## config.mk

```make
export PLATFORM = sky130hd
export DESIGN_NAME = double_ended_queue
export DESIGN_NICKNAME = d
export VERILOG_FILES = /design/src/hw/rtl/dq_pkg.sv /design/src/hw/rtl/double_ended_queue.sv /design/src/hw/rtl/dq_ram.sv
export SDC_FILE = /design/constraint.sdc
export NUM_CORES = 1
export LEC_CHECK = 0
export ABC_CLOCK_PERIOD_IN_PS = 9300
export BUFFER_PORTS_ARGS = -buffer_cell sky130_fd_sc_hd__clkbuf_2
export CAP_MARGIN = 25
export CORE_ASPECT_RATIO = 1.5
export CORE_UTILIZATION = 40
export DETAILED_ROUTE_END_ITERATION = 8
export PLACE_DENSITY = 0.55
export SLEW_MARGIN = 20
export SYNTH_ARGS = -nofsm -noshare
export SYNTH_HDL_FRONTEND = slang
export SYNTH_HIERARCHICAL = 1
export SYNTH_SLANG_ARGS = --single-unit
```

## constraint.sdc

```tcl
create_clock -name clk_i -period 9.3 [get_ports clk_i]
set_input_delay 2.325 -clock clk_i [delete_from_list [all_inputs] [get_ports clk_i]]
set_output_delay 2.325 -clock clk_i [all_outputs]
set_load 0.01 [all_outputs]
```

## src/hw/rtl/dq_pkg.sv

```systemverilog
// dq_pkg: command and status codes and fixed field widths of the double-ended queue
// no dependencies
package dq_pkg;

  localparam int unsigned CMD_W    = 3;
  localparam int unsigned STATUS_W = 2;
  localparam int unsigned OUT_W    = 32;

  typedef enum logic [CMD_W-1:0] {
    CMD_PUSH_FRONT = 3'd0,
    CMD_PUSH_BACK  = 3'd1,
    CMD_POP_FRONT  = 3'd2,
    CMD_POP_BACK   = 3'd3,
    CMD_PEEK_FRONT = 3'd4,
    CMD_PEEK_BACK  = 3'd5
  } cmd_e;

  typedef enum logic [STATUS_W-1:0] {
    ST_OK    = 2'd0,
    ST_EMPTY = 2'd1,
    ST_FULL  = 2'd2
  } status_e;

endpackage

```

## src/hw/rtl/double_ended_queue.sv

```systemverilog
// double_ended_queue: bounded deque in a ring ram, front index and entry count in flops
// depends on dq_pkg and dq_ram
// output path: push, error and unused commands go straight into the output register on transfer;
// pop and peek go through the registered read of the ring ram, then into the output register
// throughput: one push per cycle while the output is taken; a pop or peek blocks input while its read is pending
// reset: front index, entry count and output valid cleared; ram contents undefined, no sweep
module double_ended_queue
  import dq_pkg::*;
#(
  parameter int unsigned DEPTH      = 16,
  parameter int unsigned DATA_WIDTH = 32
) (
  input  logic                       clk_i,
  input  logic                       rst_ni,
  input  logic                       in_valid_i,
  output logic                       in_ready_o,
  input  logic [CMD_W-1:0]           cmd_i,
  input  logic signed [OUT_W-1:0]    push_value_i,
  output logic                       out_valid_o,
  input  logic                       out_ready_i,
  output logic signed [OUT_W-1:0]    out_value_o,
  output logic [STATUS_W-1:0]        status_o,
  output logic                       now_empty_o,
  output logic                       now_full_o
);

  localparam int unsigned AW = $clog2(DEPTH);
  localparam int unsigned CW = $clog2(DEPTH + 1);
  localparam logic [AW:0]   DEPTH_S = (AW + 1)'(DEPTH);
  localparam logic [CW-1:0] DEPTH_C = CW'(DEPTH);
  localparam logic [AW-1:0] LAST_IX = AW'(DEPTH - 1);

  logic [AW-1:0]       front_q, front_d;
  logic [CW-1:0]       count_q, count_d;
  logic                rd_pend_q, rd_pend_d;
  logic                out_valid_q, out_valid_d;
  logic [OUT_W-1:0]    out_value_q, out_value_d;
  logic [STATUS_W-1:0] status_q, status_d;
  logic                now_empty_q, now_empty_d;
  logic                now_full_q, now_full_d;

  logic                  in_xfer;
  logic                  is_empty, is_full;
  logic [AW:0]           tail_sum, back_sum;
  logic [AW-1:0]         tail_ix, back_ix, front_dec, front_inc;
  logic                  ram_we, ram_re;
  logic [AW-1:0]         ram_addr;
  logic [DATA_WIDTH-1:0] ram_wdata, ram_rdata;

  function automatic logic [AW-1:0] wrap(input logic [AW:0] sum);
    logic [AW:0] red;
    red = (sum >= DEPTH_S) ? (sum - DEPTH_S) : sum;
    return red[AW-1:0];
  endfunction

  assign in_ready_o = !rd_pend_q && (!out_valid_q || out_ready_i);
  assign in_xfer    = in_valid_i && in_ready_o;
  assign is_empty   = (count_q == '0);
  assign is_full    = (count_q == DEPTH_C);

  assign tail_sum  = {1'b0, front_q} + (AW + 1)'(count_q);
  assign back_sum  = tail_sum - (AW + 1)'(1);
  assign tail_ix   = wrap(tail_sum);
  assign back_ix   = wrap(back_sum);
  assign front_dec = (front_q == '0) ? LAST_IX : (front_q - AW'(1));
  assign front_inc = (front_q == LAST_IX) ? '0 : (front_q + AW'(1));
  assign ram_wdata = DATA_WIDTH'($unsigned(push_value_i));

  always_comb begin
    front_d     = front_q;
    count_d     = count_q;
    rd_pend_d   = 1'b0;
    out_valid_d = out_valid_q && !out_ready_i;
    out_value_d = out_value_q;
    status_d    = status_q;
    ram_we      = 1'b0;
    ram_re      = 1'b0;
    ram_addr    = front_q;
    if (rd_pend_q) begin
      out_value_d = OUT_W'($signed(ram_rdata));
      out_valid_d = 1'b1;
    end
    if (in_xfer) begin
      out_value_d = '0;
      status_d    = ST_OK;
      out_valid_d = 1'b1;
      case (cmd_i)
        CMD_PUSH_FRONT: begin
          if (is_full) begin
            status_d = ST_FULL;
          end else begin
            front_d  = front_dec;
            ram_addr = front_dec;
            ram_we   = 1'b1;
            count_d  = count_q + CW'(1);
          end
        end
        CMD_PUSH_BACK: begin
          if (is_full) begin
            status_d = ST_FULL;
          end else begin
            ram_addr = tail_ix;
            ram_we   = 1'b1;
            count_d  = count_q + CW'(1);
          end
        end
        CMD_POP_FRONT, CMD_PEEK_FRONT: begin
          if (is_empty) begin
            status_d = ST_EMPTY;
          end else begin
            ram_addr    = front_q;
            ram_re      = 1'b1;
            rd_pend_d   = 1'b1;
            out_valid_d = 1'b0;
            if (cmd_i == CMD_POP_FRONT) begin
              front_d = front_inc;
              count_d = count_q - CW'(1);
            end
          end
        end
        CMD_POP_BACK, CMD_PEEK_BACK: begin
          if (is_empty) begin
            status_d = ST_EMPTY;
          end else begin
            ram_addr    = back_ix;
            ram_re      = 1'b1;
            rd_pend_d   = 1'b1;
            out_valid_d = 1'b0;
            if (cmd_i == CMD_POP_BACK) begin
              count_d = count_q - CW'(1);
            end
          end
        end
        default: begin
          status_d = ST_OK;
        end
      endcase
    end
  end

  always_comb begin
    now_empty_d = now_empty_q;
    now_full_d  = now_full_q;
    if (in_xfer) begin
      now_empty_d = (count_d == '0);
      now_full_d  = (count_d == DEPTH_C);
    end
  end

  always_ff @(posedge clk_i or negedge rst_ni) begin
    if (!rst_ni) begin
      front_q     <= '0;
      count_q     <= '0;
      rd_pend_q   <= 1'b0;
      out_valid_q <= 1'b0;
    end else begin
      front_q     <= front_d;
      count_q     <= count_d;
      rd_pend_q   <= rd_pend_d;
      out_valid_q <= out_valid_d;
    end
  end

  always_ff @(posedge clk_i) begin
    out_value_q <= out_value_d;
    status_q    <= status_d;
    now_empty_q <= now_empty_d;
    now_full_q  <= now_full_d;
  end

  dq_ram #(
    .WIDTH (DATA_WIDTH),
    .DEPTH (DEPTH)
  ) u_ring (
    .clk_i   (clk_i),
    .we_i    (ram_we),
    .re_i    (ram_re),
    .addr_i  (ram_addr),
    .wdata_i (ram_wdata),
    .rdata_o (ram_rdata)
  );

  assign out_valid_o = out_valid_q;
  assign out_value_o = out_value_q;
  assign status_o    = status_q;
  assign now_empty_o = now_empty_q;
  assign now_full_o  = now_full_q;

  a_count_bound: assert property (@(posedge clk_i) disable iff (!rst_ni)
    count_q <= DEPTH_C)
    else $error("entry count beyond depth");

  a_front_bound: assert property (@(posedge clk_i) disable iff (!rst_ni)
    front_q <= LAST_IX)
    else $error("front index out of range");

  a_read_lands: assert property (@(posedge clk_i) disable iff (!rst_ni)
    rd_pend_q |=> out_valid_q)
    else $error("read data not captured");

  a_full_drop: assert property (@(posedge clk_i) disable iff (!rst_ni)
    (in_xfer && is_full && (cmd_i == CMD_PUSH_FRONT || cmd_i == CMD_PUSH_BACK))
    |=> ($stable(count_q) && $stable(front_q)))
    else $error("push on full changed state");

  a_pend_blocks: assert property (@(posedge clk_i) disable iff (!rst_ni)
    rd_pend_q |-> !ram_we)
    else $error("write during pending read");

endmodule

```

## src/hw/rtl/dq_ram.sv

```systemverilog
// dq_ram: generic single-port synchronous ram, registered read
// no dependencies
module dq_ram #(
  parameter int unsigned WIDTH = 32,
  parameter int unsigned DEPTH = 16
) (
  input  logic                     clk_i,
  input  logic                     we_i,
  input  logic                     re_i,
  input  logic [$clog2(DEPTH)-1:0] addr_i,
  input  logic [WIDTH-1:0]         wdata_i,
  output logic [WIDTH-1:0]         rdata_o
);

  logic [WIDTH-1:0] mem_q [DEPTH];
  logic [WIDTH-1:0] rdata_q;

  always_ff @(posedge clk_i) begin
    if (we_i) begin
      mem_q[addr_i] <= wdata_i;
    end
    if (re_i) begin
      rdata_q <= mem_q[addr_i];
    end
  end

  assign rdata_o = rdata_q;

endmodule
```

==> results of run 1 <==
[registers in the layout (all words and copies together), names as in the netlist]
signal,count
rd_pend_q,1
u_ring/rdata_o,32
out_valid_o,1
count_q,5
now_empty_o,1
u_ring/mem_q,512
now_full_o,1
out_value_o,32
front_q,4
status_o,2
[worst paths after layout]
check,from,slack [ns],end
worst max-delay path,out_ready_i,3.19,u_ring/mem_q[7][28]
worst min-delay path,u_ring/rdata_o[24],0.49,out_value_o[24]
worst max register to register,rd_pend_q,4.24,u_ring/mem_q[7][28]
worst min register to register,u_ring/rdata_o[24],0.49,out_value_o[24]
max in group asynchronous,rst_ni,7.39,rd_pend_q
min in group asynchronous,rst_ni,1.63,count_q[1]
[cell families after synthesis]
logic type,after synthesis
buffers and inverters,80
XOR/XNOR,6
AO/OA/AOI/OAI,120
flip-flops,591
AND/OR/NAND/NOR,163
adder cells (fa/ha/maj),10
multiplexers,167
[layout make-up]
cell class / instances / area share
clock buffer: 71 / 0.0558
inverter: 14 / 0.00202
sequential: 591 / 0.667
tap: 763 / 0.0366
multi-input combinational: 466 / 0.204
timing repair buffer: 106 / 0.0257
clock inverter: 29 / 0.00951
[layer usage]
layer  global-route usage  vias to the layer above
met5                    0                        -
met4               0.0446                        0
met3               0.0242                       61
met2                0.323                      269
met1                0.227                     5857
li1                     -                     4866
[power groups by stage]
stage / clock [mW] / sequential, mW / combinational, mW
finish: 2.13 / 3.16 / 1.98
CTS: 2.19 / 3.16 / 2.01
floorplan: 0 / 3.19 / 1.48
detailed placement: 0 / 3.22 / 2.01
global placement: 0 / 3.22 / 1.99
global route: 2.27 / 3.18 / 2.15
[layout by cell type, fill, tap and decap left out, drive strengths merged, types with 3 or more instances in the layout]
cell type    n
o21ai       16
a221oi       3
xnor2        3
a211oi       4
nor4b        3
clkinv      21
dfxtp       32
nand2b       5
nand2       45
buf         30
nor4         6
ha           9
clkinvlp     3
edfxtp     548
clkbuf     147
nor2        58
nor2b        8
o22ai        4
mux4       128
a21o         3
a21oi       12
dfrtp       11
nand3       11
mux2i       39
nor3        10
a22oi       65
inv         17
[tightest hold or removal path: cells and delay by family, from the launching register on]
kind	cells	cell delay [ns]
and+or+nand+nor	1	0.07
muxes	1	0.06
DFF	1	0.32
==> summary.txt, run 1 <==
Status
  – Status: complete, no violations

Placed design
  – DP Area: 24400 sq um
  – Post-DP HPWL: 28.7 mm
  – Port buffer count: 76
  – Pre-CTS WS: between 2 and 3 ns
  – Placed Instances: 1940
  – Routability cong.: between 0.7 and 0.8

Worst setup path
  – CP top delay family: simple AND/OR/NAND/NOR gates
  – Setup crit start kind: input pin
  – Worst path depth: 10
  – CP Cell Sequence: clkbuf_2, nand2b_1, nand3_1, inv_2, buf_4, o21ai_0, a32oi_1, nand3b_1, nor2_4, buf_4
  – CP required: about 9.6 ns
  – Number of buffers and inverters on the critical path: 4
  – Nature of the critical path endpoint: flip-flop
  – Worst EP arrival: 6.38 ns
  – Crit Path Class: in -> reg
  – Worst path max stage delay: 0.88 ns
  – Crit path max-delay cell type: nor2_4
  – CP Max Fanout: 39
  – CP most frequent cell: buf_4
  – Number of cells on the worst reg-to-reg path: 10

Synthesis
  – Share of the synthesized area in the top cell type: 0.718
  – Post-synth EDFFs: between 500 and 600
  – Synth Register Bits: a little under 600
  – Post-synthesis compound-gate area fraction: 0.0371
  – Synth Cell Area: 22900 sq um
  – Post-synthesis mux area share: 0.143
  – Post-Synth Simple-Gate Area: 0.0353
  – Post-synth cell types: 62
  – Largest family of logic cells by synthesized area: multiplexers
  – Syn nets: between 1000 and 1500
  – Top post-synthesis cells by count: 548 x edfxtp_1, 128 x mux4_2, 65 x a22oi_1
  – Top cells by area, synth: edfxtp_1 72%, mux4_2 13%, dfxtp_1 2.8%
  – Asr flop ratio synth: 0.0186
  – Synth Area in Adders: 0.00579
  – Leading area contributor after synthesis: edfxtp_1
  – Most common cell in the netlist: edfxtp_1
  – YS warnings: 6
  – Post-synth top flop: edfxtp_1
  – XOR/XNOR Fraction of Synth Area: 0.00355
  – Sequential area share after synthesis: 0.758
  – Mean Syn Cell Area: ~20 sq um
  – Synth Instances: 1137

Cells and area
  – Final core utilization: 0.459
  – Multi-input gate area: 5310 sq um
  – Register Area: 17400 sq um
  – Fillcell total: ~4800
  – Layout area overhead: 13.7%
  – Fin nets: 1282
  – Finished Layout Cells: 2040
  – # diodes: 0
  – Design Area, Final: 26100 sq um
  – Share of cells above drive strength 1: 0.271

Floorplan
  – I/O pins: 77
  – Die H: 295 um
  – DIE AREA: roughly 60000 sq um
  – DIE WIDTH: 197 um
  – Initial core utilization: 0.404
  – Core area: around 57000 sq um
  – FP Rows: 107

Pwr
  – Pwr/cell area: approximately 280 nW/um^2
  – Int Pwr: 5.11 mW
  – Sw power: between 2 and 2.5 mW
  – Clk pwr share: 0.293
  – Worst VDD drop: roughly 340 uV
  – Gate power share: 0.272
  – Flop pwr share: 0.435
  – Tot Pwr: about 7.3 mW
  – LEAKAGE: 8.42 nW
  – Switching Fraction: 0.297

STA
  – Fin. Hold Viols: 0
  – Fmax: between 150 and 200 MHz
  – Setup TNS: 0 ns
  – Final Skew: about 0.029 ns
  – Slew Limit Fails: 0
  – Actual slew at the worst max-slew pin: about 1.0 ns
  – PnR worst setup slack: 3.19 ns
  – Final Setup Violations: 0
  – RSZ-0062 raised after global routing: no
  – WHS: 0.487 ns
  – Fin crit share: 0.657
  – Tmin final: roughly 6 ns
  – Max-slew headroom: 0.306

Detailed routing
  – DRT iter0 DRCs: 775
  – Max layer used: met4
  – Final wirelength: 50.8 mm
  – Via count: 11100
  – DRT Pass-1 Iters: 5
  – WL met3: around 2.2 mm
  – Met2 WL: approximately 27 mm
  – Final ANT Viol Nets: 0
  – Vias per inst: 5.42
  – Post-route DRC: 0
  – Avg WL per Cell: 24.9 um
  – Metal-1 WL: 20.8 mm

Clock network
  – CTS resizes: 0
  – CTS buffer count: between 50 and 60
  – H-tree lvl count: 2
  – Clock Tree Root: clkbuf_16
  – # hold bufs at CTS: 0
  – Deepest clock path buffer count: 3
  – Worst-path clk slew: 0.07 ns
  – CTS tree: done
  – Clock insertion delay at the later pin of the skew report: around 0.6 ns
  – Sinks on Clock Net: 591
  – Setup bufs post-CTS: 0

Hold path
  – Worst hold path class: reg -> reg
  – Worst hold stages: 2

GRT
  – Antenna violations before repair: 0
  – Vias in the first global route: 11700
  – Final global-route overflow total: 0
  – Largest net degree at the start of global routing: between 90 and 100
  – Total track usage: 0.179
  – Global-route wire length before repair: 76.4 mm

Run
  – Max Cap Viol: 0
(Power assumes the default switching activity.)
==> run 2: changes to the inputs <==
Settings changed: ABC_AREA from default to 1, ABC_CLOCK_PERIOD_IN_PS 9300 to 6230.
Clock period 9.3 ns to 6.23 ns, I/O delays scaled along.
==> run 2 against run 1 <==
Compared with the run above:
- sequential power is 49% higher
- via count is 51% higher
- worst hold slack better by 0.045 ns
- global-route usage is 2.1 points higher
- worst setup slack worse by 1.2 ns
- clock power is 76% higher
- critical endpoint is now u_ring/rdata_o[4]
- largest cell class unchanged
==> summary.txt, run 2 <==
Synthesis
  – Post-Synth Simple-Gate Area: 0.253 (+0.218)
  – YS warnings: 6 (unchanged)
  – Sequential area share after synthesis: 0.682 (-0.0763)
  – Post-synth top flop: edfxtp_1
  – Synth Area in Adders: 0.00520 (-0.000583)
  – Synth Register Bits: 591 (unchanged)
  – Share of the synthesized area in the top cell type: 0.646 (-0.0723)
  – Asr flop ratio synth: 0.0186 (unchanged)
  – Syn nets: 2612 (+120%)
  – Post-synthesis compound-gate area fraction: 0.00722 (-0.0299)
  – Post-synth cell types: 38 (-39%)
  – Most common cell in the netlist: nand2_1
  – Largest family of logic cells by synthesized area: simple AND/OR/NAND/NOR gates
  – Leading area contributor after synthesis: edfxtp_1
  – Mean Syn Cell Area: 9.94 sq um (-51%)
  – XOR/XNOR Fraction of Synth Area: 0.00241 (-0.00114)
  – Top cells by area, synth: edfxtp_1 65%, nand2_1 23%, dfxtp_1 2.5%
  – Post-synthesis mux area share: 0 (-0.143)
  – Post-synth EDFFs: 548 (unchanged)
  – Synth Instances: 2563 (+130%)
  – Synth Cell Area: 25500 sq um (+11%)
  – Top post-synthesis cells by count: 1574 x nand2_1, 548 x edfxtp_1, 133 x inv_1

Worst setup path
  – CP Cell Sequence: clkbuf_2, inv_1, a21oi_4, nand2_4, nor2_2, nor2_1, nor2_1, inv_1, nand2_1, inv_1, buf_4, nand2_1, nand2_1, inv_1, nand2_1
  – CP Max Fanout: 36 (-7.7%)
  – CP required: 6.59 ns (-2.97 ns)
  – Setup crit start kind: input pin
  – Worst path max stage delay: 0.51 ns (-0.37 ns)
  – Nature of the critical path endpoint: flip-flop
  – Crit Path Class: in -> reg
  – Worst EP arrival: 4.61 ns (-1.77 ns)
  – Crit path max-delay cell type: inv_1

Clock network
  – CTS tree: done
  – CTS buffer count: 56 (+3.7%)
  – # hold bufs at CTS: 0 (unchanged)
  – Deepest clock path buffer count: 3 (unchanged)
  – Clock Tree Root: clkbuf_16
  – H-tree lvl count: 2 (unchanged)
  – Sinks on Clock Net: 591 (unchanged)
  – Clock insertion delay at the later pin of the skew report: 0.62 ns (+0.02 ns)
  – CTS resizes: 0 (unchanged)
  – Setup bufs post-CTS: 0 (unchanged)
  – Worst-path clk slew: 0.06 ns (about the same)

Cells and area
  – Leading cell types in the layout, fill and taps excluded: 1574 x nand2_1, 548 x edfxtp_1, 132 x inv_1, 76 x clkbuf_2, 57 x clkbuf_16
  – Multi-input gate area: 6990 sq um (+32%)
  – Top reg by flops: u_ring/mem_q
  – Fillcell total: 5861 (+22%)
  – Commonest non-fill, non-tap cell in the layout: nand2_1
  – Register Area: 17400 sq um (about the same)
  – Share of cells above drive strength 1: 0.0971 (-0.174)
  – Design Area, Final: 28800 sq um (+10%)
  – Max reg flops: 512 (unchanged)
  – Layout area overhead: 12.9%
  – Fin nets: 2672 (+110%)

Floorplan
  – I/O pins: 77 (unchanged)
  – Core area: 63200 sq um (+11%)
  – FP Rows: 113 (+5.6%)
  – DIE AREA: 64800 sq um (+11%)
  – Die H: 311 um (+5.4%)
  – Initial core utilization: 0.403 (-0.000508)
  – DIE WIDTH: 208 um (+5.4%)

GRT
  – Global-route wire length before repair: 98.4 mm (+29%)
  – Final global-route overflow total: 0 (unchanged)
  – Antenna violations before repair: 2 (+2)
  – Largest net degree at the start of global routing: 180 (+88%)
  – Total track usage: 0.200 (+0.0208)
  – Vias in the first global route: 16800 (+44%)

STA
  – Final Setup Violations: 0 (unchanged)
  – Fin. Hold Viols: 0 (unchanged)
  – WHS: 0.532 ns (+0.0451 ns)
  – Max-slew headroom: 0.314 (+0.00806)
  – Fin crit share: 0.682
  – RSZ-0062 raised after global routing: no
  – Slew Limit Fails: 0 (unchanged)
  – Fmax: 235 MHz
  – Setup TNS: 0 ns (unchanged)
  – Final Skew: 0.0187 ns (-0.00981 ns)
  – Tmin final: 4.25 ns
  – Actual slew at the worst max-slew pin: 1.03 ns (-0.0121 ns)

Detailed routing
  – Vias per inst: 4.81 (-11%)
  – Via count: 16700 (+51%)
  – Final wirelength: 64.0 mm (+26%)
  – DRT Pass-1 Iters: 5 (unchanged)
  – DRT iter0 DRCs: 1048 (+35%)
  – Avg WL per Cell: 18.4 um (-26%)
  – Final ANT Viol Nets: 0 (unchanged)
  – Post-route DRC: 0 (unchanged)

Pwr
  – Worst VDD drop: 427 uV (+27%)
  – Pwr/cell area: 427 nW/um^2 (+53%)
  – LEAKAGE: 12.4 nW (+48%)
  – Tot Pwr: 12.3 mW (+69%)

Hold path
  – Worst hold path class: reg -> reg

Placed design
  – Post-DP HPWL: 36.9 mm (+29%)
  – DP Area: 26700 sq um (+9.7%)
  – Port buffer count: 76 (unchanged)
  – Routability cong.: 0.851 (+7.6%)

Status
  – Status: complete, no violations

Run
  – Max Cap Viol: 0 (unchanged)
-- run 2: area by class of cell --
class,count,share of cell area
Tap cell,805,0.0350
Sequential cell,591,0.604
Clock buffer,70,0.0520
Timing Repair Buffer,113,0.0284
Multi-Input combinational cell,1717,0.243
Clock inverter,31,0.0182
Inverter,144,0.0193
Antenna cell,1,0.0000870
-- run 2: path summary, 6_finish.rpt --
| path | endpoint | slack [ns] | startpoint | depth (start not counted) |
|---|---|---|---|---|
| hold reg to reg | out_value_o[31] | 0.53 | out_value_o[31] | 4 |
| setup reg to reg | u_ring/rdata_o[4] | 2.11 | front_q[0] | 18 |
| hold / removal | out_value_o[31] | 0.53 | out_value_o[31] | 4 |
| min in group asynchronous | front_q[1] | 0.83 | rst_ni | 1 |
| max in group asynchronous | front_q[2] | 5.13 | rst_ni | 1 |
| setup / recovery | u_ring/rdata_o[4] | 1.98 | out_ready_i | 15 |
-- run 2: through the flow --
step	instances	setup WS, ns	util
after floorplan	2563	1.38	-
after global placement	3369	1.40	0.423
after detailed placement	3369	1.33	0.423
after CTS	3470	1.98	0.455
after global routing	3472	1.71	0.455
final	3472	1.98	0.455
-- run 2: per-layer routing --
| metal | vias to the layer above | global-route usage | routed length (um) |
|---|---|---|---|
| met3 | 96 | 0.0316 | 2790 |
| li1 | 8269 | - | - |
| met5 | - | 0 | 0 |
| met1 | 7990 | 0.234 | 26200 |
| met2 | 342 | 0.371 | 33500 |
| met4 | 0 | 0.0620 | 1530 |
-- run 2: cell families after synthesis --
logic type / Yosys count
buffers and inverters: 255
AO/OA/AOI/OAI: 29
flip-flops: 591
AND/OR/NAND/NOR: 1671
adder cells (fa/ha/maj): 10
XOR/XNOR: 7
-- run 2: report_power, final --
group          total [mW]  switching (mW)  internal [mW]
clock network        3.75            1.47           2.28
registers            4.70           0.127           4.58
logic                3.83            2.75           1.09
total                12.3            4.35           7.94
-- run 2: critical path: cells and delay by family --
| kind | cells | cell delay, ns |
|---|---|---|
| and+or+nand+nor | 8 | 1.63 |
| buffers and inverters | 6 | 1.24 |
| AOI/OAI and AO/OA | 1 | 0.17 |
